## src/rtl/core/crfpc_pkg.sv

```systemverilog
`timescale 1ns / 1ps
`default_nettype none

package crfpc_pkg;

  localparam int COORD_W         = 12;
  localparam int COLOR_W         = 24;
  localparam int DIM_W           = 13;
  localparam int DIST_W          = 25;
  localparam int ROOT_W          = 13;
  localparam int TRIAL_W         = 27;
  localparam int CFG_IDX_W       = 4;
  localparam int CFG_DATA_W      = 32;
  localparam int MAX_DIM_DEFAULT = 4096;
  // accepting edge to the edge that takes the result
  localparam int LATENCY         = 18;

  typedef logic [COORD_W-1:0]  coord_t;
  typedef logic [COLOR_W-1:0]  color_t;
  typedef logic [DIM_W-1:0]    dim_t;
  typedef logic [DIST_W-1:0]   dist_t;
  typedef logic [ROOT_W-1:0]   root_t;
  typedef logic [TRIAL_W-1:0]  trial_t;
  typedef logic [2*COORD_W-1:0] square_t;

  localparam logic [7:0] COMPONENT_MAX = 8'd255;
  localparam color_t     COLOR_MASK    = {COMPONENT_MAX, COMPONENT_MAX, COMPONENT_MAX};

  localparam logic [CFG_IDX_W-1:0] REG_CENTER_X      = 4'd0;
  localparam logic [CFG_IDX_W-1:0] REG_CENTER_Y      = 4'd1;
  localparam logic [CFG_IDX_W-1:0] REG_CIRCLE_RADIUS = 4'd2;
  localparam logic [CFG_IDX_W-1:0] REG_RING_WIDTH    = 4'd3;
  localparam logic [CFG_IDX_W-1:0] REG_OUTLINE_COLOR = 4'd4;
  localparam logic [CFG_IDX_W-1:0] REG_FILL_SETTING  = 4'd5;
  localparam logic [CFG_IDX_W-1:0] REG_IMAGE_WIDTH   = 4'd6;
  localparam logic [CFG_IDX_W-1:0] REG_IMAGE_HEIGHT  = 4'd7;

  localparam logic [1:0] PAINT_NONE    = 2'd0;
  localparam logic [1:0] PAINT_OUTLINE = 2'd1;
  localparam logic [1:0] PAINT_FILL    = 2'd2;

  localparam int FILL_EN_BIT = 24;

  typedef struct packed {
    coord_t pixel_x;
    coord_t pixel_y;
    color_t pixel_color;
  } pixel_req_t;

  typedef struct packed {
    color_t     new_color;
    logic [1:0] paint_kind;
  } pixel_res_t;

  // settings as the pipeline sees them
  typedef struct packed {
    logic    draw_ok;
    coord_t  cx;
    coord_t  cy;
    coord_t  radius;
    dim_t    ring_lo;
    square_t radius_sq;
    dim_t    w_lim;
    dim_t    h_lim;
    color_t  outline_color;
    logic    fill_en;
    color_t  fill_color;
  } cfg_view_t;

  // one pixel moving down the square root chain
  typedef struct packed {
    logic   valid;
    logic   draw;
    color_t color;
    dist_t  sq_dist;
    dist_t  nbr;
    dist_t  rem;
    root_t  root;
  } root_lane_t;

endpackage

`default_nettype wire

```

## src/rtl/core/circle_ring_fill_pixel_classifier_core.sv

```systemverilog
`timescale 1ns / 1ps
`default_nettype none
// Pipeline: an accepted request passes through four front stages, 13 square root cells
//   and one output stage, which raises the result strobe.
// Throughput: one pixel per clock; busy is low whenever reset is released.
// Reset: synchronous, active low; clears the pipeline and loads register defaults
//   (image size 4096 by 4096, all else zero). Results cannot be held off by the receiver.
module circle_ring_fill_pixel_classifier_core #(
  parameter int MAX_DIM = crfpc_pkg::MAX_DIM_DEFAULT
) (
  input  wire logic                              clk,
  input  wire logic                              rst_n,
  input  wire logic                              start,
  output logic                                   busy,
  input  wire crfpc_pkg::pixel_req_t             in_pixel,
  output logic                                   out_strobe,
  output crfpc_pkg::pixel_res_t                  out_result,
  input  wire logic                              cfg_valid,
  output logic                                   cfg_ready,
  input  wire logic [crfpc_pkg::CFG_IDX_W-1:0]   cfg_index,
  input  wire logic [crfpc_pkg::CFG_DATA_W-1:0]  cfg_data
);

  crfpc_pkg::cfg_view_t  view;
  crfpc_pkg::root_lane_t lane [0:crfpc_pkg::ROOT_W];
  crfpc_pkg::root_lane_t last;

  logic                  out_strobe_r;
  crfpc_pkg::pixel_res_t out_result_r, out_result_nxt;

  crfpc_pkg::root_t  radius_w, k;
  crfpc_pkg::dist_t  k_sq, radius_sq_w;
  logic              outline_hit, fill_hit;

  assign busy      = ~rst_n;
  assign cfg_ready = rst_n;

  crfpc_cfg #(
    .MAX_DIM (MAX_DIM)
  ) u_cfg (
    .clk      (clk),
    .rst_n    (rst_n),
    .wr_en    (cfg_valid & cfg_ready),
    .wr_index (cfg_index),
    .wr_data  (cfg_data),
    .view     (view)
  );

  crfpc_front u_front (
    .clk       (clk),
    .rst_n     (rst_n),
    .req_valid (start & ~busy),
    .req       (in_pixel),
    .view      (view),
    .lane_out  (lane[0])
  );

  // one root bit per cell, most significant first
  for (genvar i = 0; i < crfpc_pkg::ROOT_W; i++) begin : g_cell
    crfpc_root_cell #(
      .BIT (crfpc_pkg::ROOT_W - 1 - i)
    ) u_cell (
      .clk      (clk),
      .rst_n    (rst_n),
      .lane_in  (lane[i]),
      .lane_out (lane[i+1])
    );
  end

  assign last = lane[crfpc_pkg::ROOT_W];

  always_comb begin
    radius_w    = {1'b0, view.radius};
    radius_sq_w = {1'b0, view.radius_sq};
    // largest candidate ring is min(isqrt(d), radius); its square is d - rem below radius
    if (last.root > radius_w) begin
      k    = radius_w;
      k_sq = radius_sq_w;
    end else begin
      k    = last.root;
      k_sq = last.sq_dist - last.rem;
    end
    outline_hit = last.draw && (k >= view.ring_lo) && (k_sq > last.nbr);
    fill_hit    = last.draw && view.fill_en && (last.sq_dist < radius_sq_w);

    if (outline_hit) begin
      out_result_nxt.new_color  = view.outline_color;
      out_result_nxt.paint_kind = crfpc_pkg::PAINT_OUTLINE;
    end else if (fill_hit) begin
      out_result_nxt.new_color  = view.fill_color;
      out_result_nxt.paint_kind = crfpc_pkg::PAINT_FILL;
    end else begin
      out_result_nxt.new_color  = last.color;
      out_result_nxt.paint_kind = crfpc_pkg::PAINT_NONE;
    end
  end

  always_ff @(posedge clk) begin
    if (!rst_n) begin
      out_strobe_r <= 1'b0;
    end else begin
      out_strobe_r <= last.valid;
    end
  end

  always_ff @(posedge clk) begin
    out_result_r <= out_result_nxt;
  end

  assign out_strobe = out_strobe_r;
  assign out_result = out_result_r;

endmodule

`default_nettype wire

```

## src/rtl/core/crfpc_cfg.sv

```systemverilog
`timescale 1ns / 1ps
`default_nettype none

module crfpc_cfg #(
  parameter int MAX_DIM = crfpc_pkg::MAX_DIM_DEFAULT
) (
  input  wire logic                                clk,
  input  wire logic                                rst_n,
  input  wire logic                                wr_en,
  input  wire logic [crfpc_pkg::CFG_IDX_W-1:0]     wr_index,
  input  wire logic [crfpc_pkg::CFG_DATA_W-1:0]    wr_data,
  output crfpc_pkg::cfg_view_t                     view
);

  // image size registers are 13 bits, so a cap above their range never bites
  localparam int            DimCap  = (MAX_DIM > 8191) ? 8191 : MAX_DIM;
  localparam crfpc_pkg::dim_t DIM_CAP = crfpc_pkg::dim_t'(DimCap);

  crfpc_pkg::coord_t cx_r, cy_r, radius_r, ring_w_r;
  crfpc_pkg::color_t outline_r;
  logic [24:0]       fill_r;
  crfpc_pkg::dim_t   img_w_r, img_h_r;

  crfpc_pkg::cfg_view_t view_r, view_nxt;
  crfpc_pkg::dim_t      w_lim, h_lim, cx_end, cy_end;

  always_ff @(posedge clk) begin
    if (!rst_n) begin
      cx_r      <= '0;
      cy_r      <= '0;
      radius_r  <= '0;
      ring_w_r  <= '0;
      outline_r <= '0;
      fill_r    <= '0;
      img_w_r   <= crfpc_pkg::dim_t'(4096);
      img_h_r   <= crfpc_pkg::dim_t'(4096);
    end else if (wr_en) begin
      unique case (wr_index)
        crfpc_pkg::REG_CENTER_X:      cx_r      <= wr_data[11:0];
        crfpc_pkg::REG_CENTER_Y:      cy_r      <= wr_data[11:0];
        crfpc_pkg::REG_CIRCLE_RADIUS: radius_r  <= wr_data[11:0];
        crfpc_pkg::REG_RING_WIDTH:    ring_w_r  <= wr_data[11:0];
        crfpc_pkg::REG_OUTLINE_COLOR: outline_r <= wr_data[23:0];
        crfpc_pkg::REG_FILL_SETTING:  fill_r    <= wr_data[24:0];
        crfpc_pkg::REG_IMAGE_WIDTH:   img_w_r   <= wr_data[12:0];
        crfpc_pkg::REG_IMAGE_HEIGHT:  img_h_r   <= wr_data[12:0];
        default: ;
      endcase
    end
  end

  always_comb begin
    w_lim  = (img_w_r > DIM_CAP) ? DIM_CAP : img_w_r;
    h_lim  = (img_h_r > DIM_CAP) ? DIM_CAP : img_h_r;
    cx_end = {1'b0, cx_r} + {1'b0, radius_r};
    cy_end = {1'b0, cy_r} + {1'b0, radius_r};

    view_nxt.draw_ok = ({1'b0, cx_r} < w_lim) && ({1'b0, cy_r} < h_lim) &&
                       (cx_end < w_lim) && (cy_end < h_lim) &&
                       (ring_w_r <= radius_r) && (ring_w_r != '0);
    view_nxt.cx            = cx_r;
    view_nxt.cy            = cy_r;
    view_nxt.radius        = radius_r;
    view_nxt.ring_lo       = {1'b0, radius_r} - {1'b0, ring_w_r} + crfpc_pkg::dim_t'(1);
    view_nxt.radius_sq     = {12'd0, radius_r} * {12'd0, radius_r};
    view_nxt.w_lim         = w_lim;
    view_nxt.h_lim         = h_lim;
    view_nxt.outline_color = outline_r & crfpc_pkg::COLOR_MASK;
    view_nxt.fill_en       = fill_r[crfpc_pkg::FILL_EN_BIT];
    view_nxt.fill_color    = fill_r[23:0] & crfpc_pkg::COLOR_MASK;
  end

  // registered; users must change settings only while idle, not checked here
  always_ff @(posedge clk) begin
    view_r <= view_nxt;
  end

  assign view = view_r;

endmodule

`default_nettype wire

```

## src/rtl/core/crfpc_front.sv

```systemverilog
`timescale 1ns / 1ps
`default_nettype none

module crfpc_front (
  input  wire logic                  clk,
  input  wire logic                  rst_n,
  input  wire logic                  req_valid,
  input  wire crfpc_pkg::pixel_req_t req,
  input  wire crfpc_pkg::cfg_view_t  view,
  output crfpc_pkg::root_lane_t      lane_out
);

  // capture
  logic                  s1_v_r;
  crfpc_pkg::pixel_req_t s1_req_r;

  // offsets and region test
  logic              s2_v_r, s2_draw_r, s2_draw_nxt;
  crfpc_pkg::color_t s2_color_r;
  crfpc_pkg::coord_t s2_adx_r, s2_ady_r, s2_nx_r, s2_ny_r;
  crfpc_pkg::coord_t adx, ady;

  // squares
  logic               s3_v_r, s3_draw_r;
  crfpc_pkg::color_t  s3_color_r;
  crfpc_pkg::square_t s3_dx2_r, s3_dy2_r, s3_nx2_r, s3_ny2_r;

  // sums
  logic              s4_v_r, s4_draw_r;
  crfpc_pkg::color_t s4_color_r;
  crfpc_pkg::dist_t  s4_dist_r, s4_nbr_r;

  always_ff @(posedge clk) begin
    if (!rst_n) begin
      s1_v_r <= 1'b0;
      s2_v_r <= 1'b0;
      s3_v_r <= 1'b0;
      s4_v_r <= 1'b0;
    end else begin
      s1_v_r <= req_valid;
      s2_v_r <= s1_v_r;
      s3_v_r <= s2_v_r;
      s4_v_r <= s3_v_r;
    end
  end

  always_comb begin
    adx = (s1_req_r.pixel_x >= view.cx) ? s1_req_r.pixel_x - view.cx
                                        : view.cx - s1_req_r.pixel_x;
    ady = (s1_req_r.pixel_y >= view.cy) ? s1_req_r.pixel_y - view.cy
                                        : view.cy - s1_req_r.pixel_y;
    s2_draw_nxt = view.draw_ok &&
                  ({1'b0, s1_req_r.pixel_x} < view.w_lim) &&
                  ({1'b0, s1_req_r.pixel_y} < view.h_lim) &&
                  (adx <= view.radius) && (ady <= view.radius);
  end

  always_ff @(posedge clk) begin
    s1_req_r <= req;

    s2_draw_r  <= s2_draw_nxt;
    s2_color_r <= s1_req_r.pixel_color;
    s2_adx_r   <= adx;
    s2_ady_r   <= ady;
    // neighbor toward the center; on an axis the term counts as one
    s2_nx_r    <= (adx == '0) ? crfpc_pkg::coord_t'(1) : adx - crfpc_pkg::coord_t'(1);
    s2_ny_r    <= (ady == '0) ? crfpc_pkg::coord_t'(1) : ady - crfpc_pkg::coord_t'(1);

    s3_draw_r  <= s2_draw_r;
    s3_color_r <= s2_color_r;
    s3_dx2_r   <= {12'd0, s2_adx_r} * {12'd0, s2_adx_r};
    s3_dy2_r   <= {12'd0, s2_ady_r} * {12'd0, s2_ady_r};
    s3_nx2_r   <= {12'd0, s2_nx_r} * {12'd0, s2_nx_r};
    s3_ny2_r   <= {12'd0, s2_ny_r} * {12'd0, s2_ny_r};

    s4_draw_r  <= s3_draw_r;
    s4_color_r <= s3_color_r;
    s4_dist_r  <= {1'b0, s3_dx2_r} + {1'b0, s3_dy2_r};
    s4_nbr_r   <= {1'b0, s3_nx2_r} + {1'b0, s3_ny2_r};
  end

  always_comb begin
    lane_out.valid   = s4_v_r;
    lane_out.draw    = s4_draw_r;
    lane_out.color   = s4_color_r;
    lane_out.sq_dist = s4_dist_r;
    lane_out.nbr     = s4_nbr_r;
    lane_out.rem     = s4_dist_r;
    lane_out.root    = '0;
  end

endmodule

`default_nettype wire

```

## src/rtl/core/crfpc_root_cell.sv

```systemverilog
`timescale 1ns / 1ps
`default_nettype none

module crfpc_root_cell #(
  parameter int BIT = 0
) (
  input  wire logic                  clk,
  input  wire logic                  rst_n,
  input  wire crfpc_pkg::root_lane_t lane_in,
  output crfpc_pkg::root_lane_t      lane_out
);

  crfpc_pkg::root_lane_t lane_r, lane_nxt;
  crfpc_pkg::trial_t     trial;

  // (root + 2^BIT)^2 - root^2, with root holding only bits above BIT
  always_comb begin
    trial    = (crfpc_pkg::trial_t'(lane_in.root) << (BIT + 1)) |
               (crfpc_pkg::trial_t'(1) << (2 * BIT));
    lane_nxt = lane_in;
    if ({2'b00, lane_in.rem} >= trial) begin
      lane_nxt.rem  = lane_in.rem - trial[crfpc_pkg::DIST_W-1:0];
      lane_nxt.root = lane_in.root | (crfpc_pkg::root_t'(1) << BIT);
    end
  end

  always_ff @(posedge clk) begin
    if (!rst_n) begin
      lane_r.valid <= 1'b0;
    end else begin
      lane_r <= lane_nxt;
    end
  end

  assign lane_out = lane_r;

endmodule

`default_nettype wire

```

## config.mk

```make
export PLATFORM = sky130hd
export DESIGN_NAME = circle_ring_fill_pixel_classifier_core
export DESIGN_NICKNAME = d
export VERILOG_FILES = /design/src/rtl/core/crfpc_pkg.sv /design/src/rtl/core/circle_ring_fill_pixel_classifier_core.sv /design/src/rtl/core/crfpc_cfg.sv /design/src/rtl/core/crfpc_front.sv /design/src/rtl/core/crfpc_root_cell.sv
export SDC_FILE = /design/constraint.sdc
export NUM_CORES = 2
export LEC_CHECK = 0
export BUFFER_PORTS_ARGS = -buffer_cell sky130_fd_sc_hd__buf_2
export CORE_UTILIZATION = 35
export DETAILED_ROUTE_END_ITERATION = 10
export PLACE_DENSITY = 0.49
export SLEW_MARGIN = 15
export SYNTH_ARGS = -nofsm -noshare
export SYNTH_HDL_FRONTEND = slang
export SYNTH_SLANG_ARGS = --single-unit
```

## constraint.sdc

```tcl
create_clock -name clk -period 14.8 [get_ports clk]
set_input_delay 0.74 -clock clk [delete_from_list [all_inputs] [get_ports clk]]
set_output_delay 0.74 -clock clk [all_outputs]
set_load 0.005 [all_outputs]
```

==> flow_metrics.tcl <==
set metrics [dict create \
    status "finished, final reports clean" \
    chipWidth_um 510 \
    drtAntennaViolNets 0 \
    grt_overflow_total 0 \
    synthDistinctLibCells 85 \
    drc_errors 0 \
    synth.yosys.seq_area_share 0.549 \
    synth-main-ff-cell "edfxtp_1" \
    cts.sink_count 1862 \
    yosys_warnings 0 \
    dr.pass1.iters 5 \
    die_h_um 510 \
    wl_mm 187 \
    rsz0062_at_grt "false" \
    grt_pass1_wl_mm 297 \
    track_usage 0.146 \
    async_reset_ff_frac 0 \
    hp-class "input pin to flip-flop" \
    stdcell_count 11100 \
    finClkSkew_ns 0.0676 \
    cts_made_buffers 198 \
    seqCellArea_um2 49600 \
    viasPerCell 4.63 \
    htreeDepth 4 \
    synth-seq-cells 1862 \
    clock-root-buffer "clkbuf_16" \
    dieArea_um2 261000 \
    cp_top_family "adder cells" \
    synth_edf_count 1235 \
    slowest_stage "dfxtp_1" \
    n_fill_cell 24300 \
    grt_start_max_net_pins 184 \
    arrival_ns 7.21 \
    drt_iter0_markers 2748 \
    required_ns 15.55 \
    p_leak_nw 42.7 \
    setup_tns_ns 0 \
    startpoint_type "flip-flop" \
    areaGrowthSynthToFinish_pct 13.2 \
    cts_setup_buffers 0 \
    final_layout_size_suffix_gt1_frac 0.0746 \
    gp_congestion 0.859 \
    vdd_drop_max_v 0.000322 \
    hold_violations 0 \
    placedCellCount 10700 \
    netlist_area_um2 90500 \
    rows 186 \
    clock.fmax_mhz 155 \
    start_util 0.352 \
    routedWlPerCell_um 16.8 \
    max_cap_viol_count 0 \
    num_vias 51500 \
    critical-path-max-stage-delay_ns 0.82 \
    hpwlAfterDp_mm 140 \
    worstSkewPairLatency_ns 0.86 \
    syn_inst 7330 \
    worstSetupPathType "flip-flop to flip-flop" \
    finalCritPeriodShare 0.436 \
    path_cells "inv_1, nor2_1, fa_1, ha_1, ha_1, fa_1, inv_1, fa_1, inv_1, ha_1, o21a_1, a21boi_0, o41ai_1, o21ai_0, o41ai_1, o21ai_0, o41ai_1, xnor2_1" \
    avgSynthCellArea_um2 12.3 \
    num_io_pins 117 \
    setup_viol 0 \
    coreArea_um2 257000 \
    crit_buf_inv 3 \
    worst_slew_pin_slew_ns 1.16 \
    multi_input_area_um2 36300 \
    cts_resized 0 \
    grt_pass1_vias 53400 \
    fin_nets 8798 \
    cp_max_fo 11 \
    end_kind "flip-flop" \
    finalCriticalPeriod_ns 6.46 \
    cts_tree "done" \
    clk_path_buf_depth 3 \
    slew_headroom 0.223 \
    drv_slew 0 \
    antenna_found_initial 11 \
    portBuffers 109 \
    powerDensity_nw_per_um2 222 \
    clk_pin_slew_worst_paths_ns 0.06 \
]
-- layout by cell type (no fill, tap or decap), types with 212 or more instances in the layout --
master / n
a21oi_1: 303
and2_1: 212
dfxtp_1: 627
edfxtp_1: 1235
fa_1: 405
ha_1: 737
inv_1: 1057
nand2_1: 505
nor2_1: 346
o21ai_0: 214
xnor2_1: 236
-- worst paths after layout --
path / startpoint / endpoint / slack, ns / cells after the start
worst min-delay path: in_pixel[40] / u_front.s1_req_r[40] / 0.07 / 1
worst max-delay path: u_cfg.radius_r[8] / u_cfg.view[97] / 8.34 / 18
worst max register to register: u_cfg.radius_r[8] / u_cfg.view[97] / 8.34 / 18
worst min register to register: u_front.s3_color_r[11] / u_front.s4_color_r[11] / 0.30 / 0
-- cell usage after synthesis (all sizes together), types with 146 or more instances --
| master | count | area share |
|---|---|---|
| ha | 737 | 0.10 |
| dfxtp | 627 | 0.14 |
| xnor2 | 236 | 0.023 |
| fa | 405 | 0.090 |
| inv | 1057 | 0.044 |
| and2 | 212 | 0.015 |
| a21oi | 303 | 0.017 |
| o21ai | 216 | 0.012 |
| nor2 | 346 | 0.014 |
| edfxtp | 1235 | 0.41 |
| nand2 | 505 | 0.021 |
| clkbuf | 146 | 0.0061 |
-- state kept, by name, summed over array words and instances, names as in the netlist, 13 cells and up --
signal and flops:
g_cell.u_cell.lane_out 1248, u_front.s3_dx2_r 23, u_front.s3_nx2_r 23, u_cfg.img_h_r 13, u_front.s3_dy2_r 23, u_front.s3_ny2_r 23
out_result 26, u_front.s4_nbr_r 25, u_front.s4_color_r 24, u_front.s2_color_r 24, u_front.s3_color_r 24, u_front.s1_req_r 48
u_cfg.view 147, u_cfg.fill_r 25, u_front.s4_dist_r 25, u_cfg.outline_r 24, u_cfg.img_w_r 13
-- worst reg2reg max path, delay by kind of cell (launching register included) --
kind / cells / cell delay, ns
xor+xnor: 1 / 0.16
fa+ha+maj: 6 / 2.34
simple gates: 1 / 0.35
buf+inv: 3 / 0.53
flops: 1 / 0.82
compound gates: 7 / 2.17
-- metrics by stage --
step           setup WS, ns  area, um2  utilization  power [W]  hold slack, ns
6_report               8.34     102000        0.399     0.0227          0.0748
5_1_grt                7.99     102000        0.399     0.0249          0.0174
4_1_cts                8.33     102000        0.399     0.0231         0.00261
3_5_place_dp           8.41      95100        0.370     0.0179           0.312
3_3_place_gp           8.42      95100        0.370     0.0178           0.310
2_1_floorplan          9.18      90500            -     0.0152           0.310
-- report_power, final --
group | total [W] | internal [W] | switching, W
Combinational | 0.0107 | 0.00471 | 0.00600
Clock | 0.00509 | 0.00299 | 0.00210
Sequential | 0.00690 | 0.00650 | 0.000403
-- cells by family after synthesis --
| family | Yosys count | share of synthesized area |
|---|---|---|
| xor+xnor | 366 | 0.0354 |
| fa+ha+maj | 1142 | 0.192 |
| compound gates | 987 | 0.0695 |
| other cells | 1 | 0.0000415 |
| simple gates | 1608 | 0.0871 |
| mux | 143 | 0.0168 |
| flops | 1862 | 0.549 |
| buf+inv | 1221 | 0.0508 |
-- cell type report --
| type | count | area share |
|---|---|---|
| flip-flops and latches | 1862 | 0.485 |
| clock inverters | 114 | 0.0141 |
| multi-input cells | 4248 | 0.355 |
| repair buffers | 196 | 0.0130 |
| diodes | 2 | 0.0000489 |
| clock buffers | 262 | 0.0534 |
| inverters | 1062 | 0.0389 |
| well taps | 3384 | 0.0413 |
-- timing repair --
| item | 4_1_cts | 5_1_grt |
|---|---|---|
| hold buffers | 41 | 0 |
| endpoints found under the setup margin | 0 | 0 |
| hold endpoints to repair | 41 | 0 |
-- layer usage --
layer  up-vias  GRT usage  wire length, um
li1      25500          -                -
met1     25000      0.188            85200
met2       719      0.249            89900
met3       296     0.0206             5610
met4         0     0.0559             6500
met5         -          0                0
Note: power is estimated with default switching activity, not from simulation.
